$ cat src/rtl/rmsn_pkg.sv
// Shared constants, state codes and rounding helper for the RMS norm block.
`default_nettype none
package rmsn_pkg;

    localparam int LANES     = 4;
    localparam int LANE_W    = $clog2(LANES);
    localparam int X_W       = 16;
    localparam int CFG_W     = 24;
    localparam int GPR_W     = 7;
    localparam int EPS_W     = 24;
    localparam int SCALE_W   = 24;
    localparam int NUM_W     = 64;
    localparam int DEN_W     = 32;
    localparam int MUL_A_W   = 41;
    localparam int MUL_B_W   = 17;
    localparam int PROD_W    = MUL_A_W + MUL_B_W;
    localparam int SQ_W      = 31;
    localparam int ROOT_W    = NUM_W / 2;
    localparam int ROOT_IT_W = $clog2(ROOT_W);
    localparam int REM_W     = ROOT_W + 2;
    localparam int INV_SHIFT = 56;
    localparam int RND_SHIFT = 28;

    localparam logic [0:0] REG_GROUPS  = 1'b0;
    localparam logic [0:0] REG_EPSILON = 1'b1;

    typedef enum logic [9:0] {
        ST_IDLE      = 10'b00_0000_0001,
        ST_SQUARE    = 10'b00_0000_0010,
        ST_MEAN_GO   = 10'b00_0000_0100,
        ST_MEAN_WAIT = 10'b00_0000_1000,
        ST_INV_WAIT  = 10'b00_0001_0000,
        ST_SQRT      = 10'b00_0010_0000,
        ST_READ      = 10'b00_0100_0000,
        ST_MUL1      = 10'b00_1000_0000,
        ST_MUL2      = 10'b01_0000_0000,
        ST_ROUND     = 10'b10_0000_0000
    } state_t;

    function automatic logic [X_W-1:0] round_sat(input logic signed [PROD_W-1:0] p);
        logic              neg;
        logic [PROD_W-1:0] mag;
        logic [PROD_W-1:0] biased;
        logic [PROD_W-RND_SHIFT-1:0] q;
        logic [X_W-1:0]    y;
        neg    = p[PROD_W-1];
        mag    = neg ? (~p + PROD_W'(1)) : p;
        biased = mag + (PROD_W'(1) << (RND_SHIFT - 1));
        q      = biased[PROD_W-1:RND_SHIFT];
        if (neg)
        begin
            y = (q > (PROD_W-RND_SHIFT)'(32768)) ? 16'h8000 : (~q[X_W-1:0] + 16'd1);
        end
        else
        begin
            y = (q > (PROD_W-RND_SHIFT)'(32767)) ? 16'h7FFF : q[X_W-1:0];
        end
        return y;
    endfunction

endpackage
`default_nettype wire

$ cat src/rtl/rmsn_div.sv
// Restoring divider, one quotient bit per cycle.
`default_nettype none
module rmsn_div (
    input  wire logic                      clk,
    input  wire logic                      rst_n,
    input  wire logic                      start,
    input  wire logic [rmsn_pkg::NUM_W-1:0] num,
    input  wire logic [rmsn_pkg::DEN_W-1:0] den,
    output logic                           done,
    output logic [rmsn_pkg::NUM_W-1:0]     quot
);

    localparam int CNT_W = $clog2(rmsn_pkg::NUM_W);

    logic                        active_reg, active_next;
    logic                        done_reg, done_next;
    logic [CNT_W-1:0]            cnt_reg, cnt_next;
    logic [rmsn_pkg::DEN_W:0]    rem_reg, rem_next;
    logic [rmsn_pkg::NUM_W-1:0]  quo_reg, quo_next;
    logic [rmsn_pkg::DEN_W-1:0]  den_reg, den_next;
    logic [rmsn_pkg::DEN_W:0]    shifted;
    logic                        fits;

    always_comb
    begin
        active_next = active_reg;
        done_next   = 1'b0;
        cnt_next    = cnt_reg;
        rem_next    = rem_reg;
        quo_next    = quo_reg;
        den_next    = den_reg;
        shifted     = {rem_reg[rmsn_pkg::DEN_W-1:0], quo_reg[rmsn_pkg::NUM_W-1]};
        fits        = shifted >= {1'b0, den_reg};
        if (start)
        begin
            active_next = 1'b1;
            cnt_next    = '0;
            rem_next    = '0;
            quo_next    = num;
            den_next    = den;
        end
        else if (active_reg)
        begin
            rem_next = fits ? (shifted - {1'b0, den_reg}) : shifted;
            quo_next = {quo_reg[rmsn_pkg::NUM_W-2:0], fits};
            cnt_next = cnt_reg + CNT_W'(1);
            if (cnt_reg == CNT_W'(rmsn_pkg::NUM_W - 1))
            begin
                active_next = 1'b0;
                done_next   = 1'b1;
            end
        end
    end

    always_ff @(posedge clk or negedge rst_n)
    begin
        if (!rst_n)
        begin
            active_reg <= 1'b0;
            done_reg   <= 1'b0;
            cnt_reg    <= '0;
        end
        else
        begin
            active_reg <= active_next;
            done_reg   <= done_next;
            cnt_reg    <= cnt_next;
        end
    end

    always_ff @(posedge clk)
    begin
        rem_reg <= rem_next;
        quo_reg <= quo_next;
        den_reg <= den_next;
    end

    assign done = done_reg;
    assign quot = quo_reg;

endmodule
`default_nettype wire

$ cat config.mk
export PLATFORM = sky130hd
export DESIGN_NAME = rmsn_div
export DESIGN_NICKNAME = d
export VERILOG_FILES = /design/src/rtl/rmsn_pkg.sv /design/src/rtl/rmsn_div.sv
export SDC_FILE = /design/constraint.sdc
export NUM_CORES = 1
export LEC_CHECK = 0
export ABC_AREA = 1
export BUFFER_PORTS_ARGS = -buffer_cell sky130_fd_sc_hd__buf_2
export CORE_MARGIN = 2
export CORE_UTILIZATION = 45
export CTS_CLUSTER_DIAMETER = 60
export DETAILED_ROUTE_END_ITERATION = 7
export GPL_TIMING_DRIVEN = 0
export PLACE_DENSITY = 0.7
export SLEW_MARGIN = 25
export SYNTH_ARGS = -nofsm -noshare
export SYNTH_HDL_FRONTEND = slang
export SYNTH_SLANG_ARGS = --single-unit
$ cat constraint.sdc
create_clock -name clk -period 2.9 [get_ports clk]
set_clock_uncertainty 0.1 [all_clocks]
set_input_delay 0.435 -clock clk [delete_from_list [all_inputs] [get_ports clk]]
set_output_delay 0.435 -clock clk [all_outputs]
set_load 0.03 [all_outputs]
==> key figures <==
Run status
  • Result of the run: finished clean

Synthesis
  • Dominant cell by count in the synthesized netlist: nand2_1
  • Syn Std Cell Area: 8282 um^2
  • Most frequent cells after synthesis: 506 x nand2_1, 179 x inv_1, 96 x edfxtp_1
  • Count of warnings emitted by yosys: 0
  • Fraction of synthesized cell area taken by the top area cell type: 34.81%
  • Most area-hungry cell type in the Yosys netlist: edfxtp_1
  • EDFF count, synth: 96
  • Share of flip-flops with an asynchronous set or reset after synthesis: 5.882%
  • Part of the Yosys area used for sequential elements: 44.96%
  • Dominant cells by area after synthesis: edfxtp_1 35%, nand2_1 23%, inv_1 8.1%
  • Number of storage elements in the synthesis netlist: 136
  • Synth Area per Inst: 7.329 um^2
  • Synthesized instance count: 1130
  • Synthesized Nets: 1263
  • Number of unique standard cell types used by synthesis: 40
  • Dominant synthesized flop cell: edfxtp_1

Worst setup path
  • Category of the worst setup path capture point: register
  • Startpoint-to-endpoint class of the critical path: register to register
  • Largest driver fanout on the critical path: 5
  • Critical path data required time: 3.13 ns
  • CP max stage cell: fa_1
  • Cell chain of the critical path: inv_1 > ha_1 > fa_1 > inv_1 > nand3_1 > nand3_1 > nand2_1 > nand2_1 > nand2_1 > nand2_1 > nand2_1 > nand3_1 > nand3_1 > nand2_1 > nand2_1
  • Library cell appearing most often on the critical path: nand2_1
  • Cell family contributing the most delay on the critical path: simple AND/OR/NAND/NOR gates
  • Crit path buffers/inverters: 2
  • Peak per-stage delay on the critical path: 0.41 ns
  • Endpoint arrival time on the critical path: 2.72 ns
  • Launching element type of the critical path: register

Clocking
  • Resize count post-CTS: 0
  • CTS H-Tree Depth: 4
  • TritonCTS clock tree: yes
  • Clock Path Buffers: 2
  • Clock Tree Root: clkbuf_16
  • Number of buffers inserted to repair setup after CTS: 0
  • Post-cts hold buffer count: 1
  • Register clock-pin slew on the reported worst setup and hold paths: 0.07 ns
  • Number of buffers created by CTS: 17
  • Clk sink count: 136
  • Clk_lat worst skew: 0.43 ns

Global routing
  • Total overflow reported by the global router: 0
  • Most Crowded Layer GR: met2
  • Met1 routing resource usage after global routing: 30.17%
  • Via count of the first global-routing pass: 7413
  • Maximum number of pins on one net before global-route repair: 42
  • GR Layer Usage met3: 6.882%
  • Total global-route track usage: 23.72%
  • Global-route wire length before repair: 36730 um
  • Grt met2 use: 40.25%
  • Number of antenna violations at the first check in global routing: 2

Timing
  • Number of hold-slack violations in the final timing report: 0
  • Period utilization: 85.73%
  • Count of final max-slew check failures: 0
  • Setup repair after global routing missed its margin: false
  • Final setup violation count: 0
  • Worst relative slew slack: 43.03%
  • Maximum operating frequency: 402.2 MHz
  • Transition at the pin with the smallest max-transition slack: 0.8545 ns
  • Post-layout min period: 2.486 ns

Power and ir drop
  • Leakage dissipation: 0.005439 uW
  • Peak supply drop: 0.5920 mV
  • Power density normalized to cell area: 795.8 nW/um^2

Job
  • # Max-Cap Violations: 0

Hold path
  • Tightest Hold Check Type: input pin to register

Floorplan
  • Initial Utilization: 45.95%
  • Number of top-level pins: 164
  • Core region area: 18020 um^2
  • Number of rows in the core area: 49
  • Height of the chip: 139.7 um
  • Overall die width: 139.7 um
  • Die area: 19500 um^2

Cells and area
  • Layout overhead on the synthesized area: 20.73%
  • Largest register FFs: 64
  • Final core utilization: 55.47%
  • Count of antenna diodes in the layout: 0
  • Number of nets in the finished design: 1447
  • Proportion of layout cells with a drive suffix above 1: 17.71%
  • Final std cell area, no fill: 9998 um^2

Detailed routing
  • Routed wire length: 22530 um
  • Detailed Routing Iterations Pass 1: 5
  • DR WL/cell: 14.48 um
  • Vias after detailed routing: 7494
  • Residual antenna-violating net count after detailed routing: 0
  • Via/cell ratio: 4.816
  • Number of design rule violations left after detail routing: 0
  • Starting DRC count in detailed routing: 457

Placement
  • Post-detail-place hpwl: 17410 um
  • Count of input and output buffers: 163
  • Placed cell area: 9408 um^2
  • RD Place Congestion: 0.9362
## layout by cell type, fill, tap and decap left out, drive strengths merged
| cell | instances |
|---|---|
| o21bai | 3 |
| bufinv | 1 |
| o21a | 2 |
| dfrtp | 8 |
| nand3b | 15 |
| inv | 191 |
| dlygate4sd3 | 1 |
| nand2 | 515 |
| clkinv | 8 |
| a31oi | 1 |
| and2 | 3 |
| fa | 1 |
| o221ai | 1 |
| dfxtp | 32 |
| nand4 | 9 |
| xor2 | 1 |
| ha | 33 |
| buf | 177 |
| a22o | 1 |
| or2 | 1 |
| clkbuf | 33 |
| nor4 | 1 |
| nor2 | 53 |
| edfxtp | 96 |
| xnor2 | 13 |
| a21oi | 23 |
| nor3 | 4 |
| nand3 | 81 |
| clkinvlp | 2 |
| o21ai | 17 |
## metrics by stage
step | TNS [ns] | hold WS, ns | instances | power (uW) | worst slack [ns]
after detailed placement | 0 | 0.1885 | 1523 | 5783 | 0.02752
after floorplan | 0 | 0.03941 | 1130 | 4959 | 0.6071
after global routing | 0 | 0.06061 | 1556 | 8527 | 0.1613
final | 0 | 0.07069 | 1556 | 7957 | 0.4138
after global placement | -56.36 | 0.1885 | 1522 | 5752 | -0.7948
after CTS | 0 | 0.06389 | 1556 | 7978 | 0.4085
## report_power, final
part	total [uW]	switching [uW]	leakage [uW]	internal, uW
logic	3220	2070	0.00377	1150
clock network	2190	973	0.000280	1210
registers	2550	168	0.00139	2380
total	7960	3210	0.00544	4750
## metal layers
layer	wire, um	part of all wire (%)
met1	9918	44
met2	10640	47
met3	1620	7.2
met4	322	1.4
met5	27	0.12
## path summary, 6_finish.rpt
path	cells past startpoint	startpoint	to	slack [ns]
max	15	quot[63]	rem_reg[30]	0.41
min	1	den[9]	den_reg[9]	0.07
max reg2reg	15	quot[63]	rem_reg[30]	0.41
min reg2reg	2	rem_reg[13]	rem_reg[13]	0.37
max in group asynchronous	2	rst_n	active_reg	2.24
min in group asynchronous	2	rst_n	cnt_reg[3]	0.28
## cell families after synthesis
family / synth area share [%]
AOI/OAI and AO/OA: 3.158
xor gates and xnor gates: 1.481
adders and majority gates: 5.227
buffers and inverters: 10.47
DFF: 44.96
and+or+nand+nor: 34.70
## area by class of cell
cell class | instances | area, um^2
Tap cell | 229 | 286.5
Timing Repair Buffer | 165 | 845.8
Inverter | 187 | 701.9
Multi-Input combinational cell | 778 | 3691
Buffer | 29 | 168.9
Clock buffer | 17 | 425.4
Sequential cell | 136 | 3724
Clock inverter | 15 | 155.1
Fill cell | 1741 | 8026
Power figures use the tool's default switching activity.
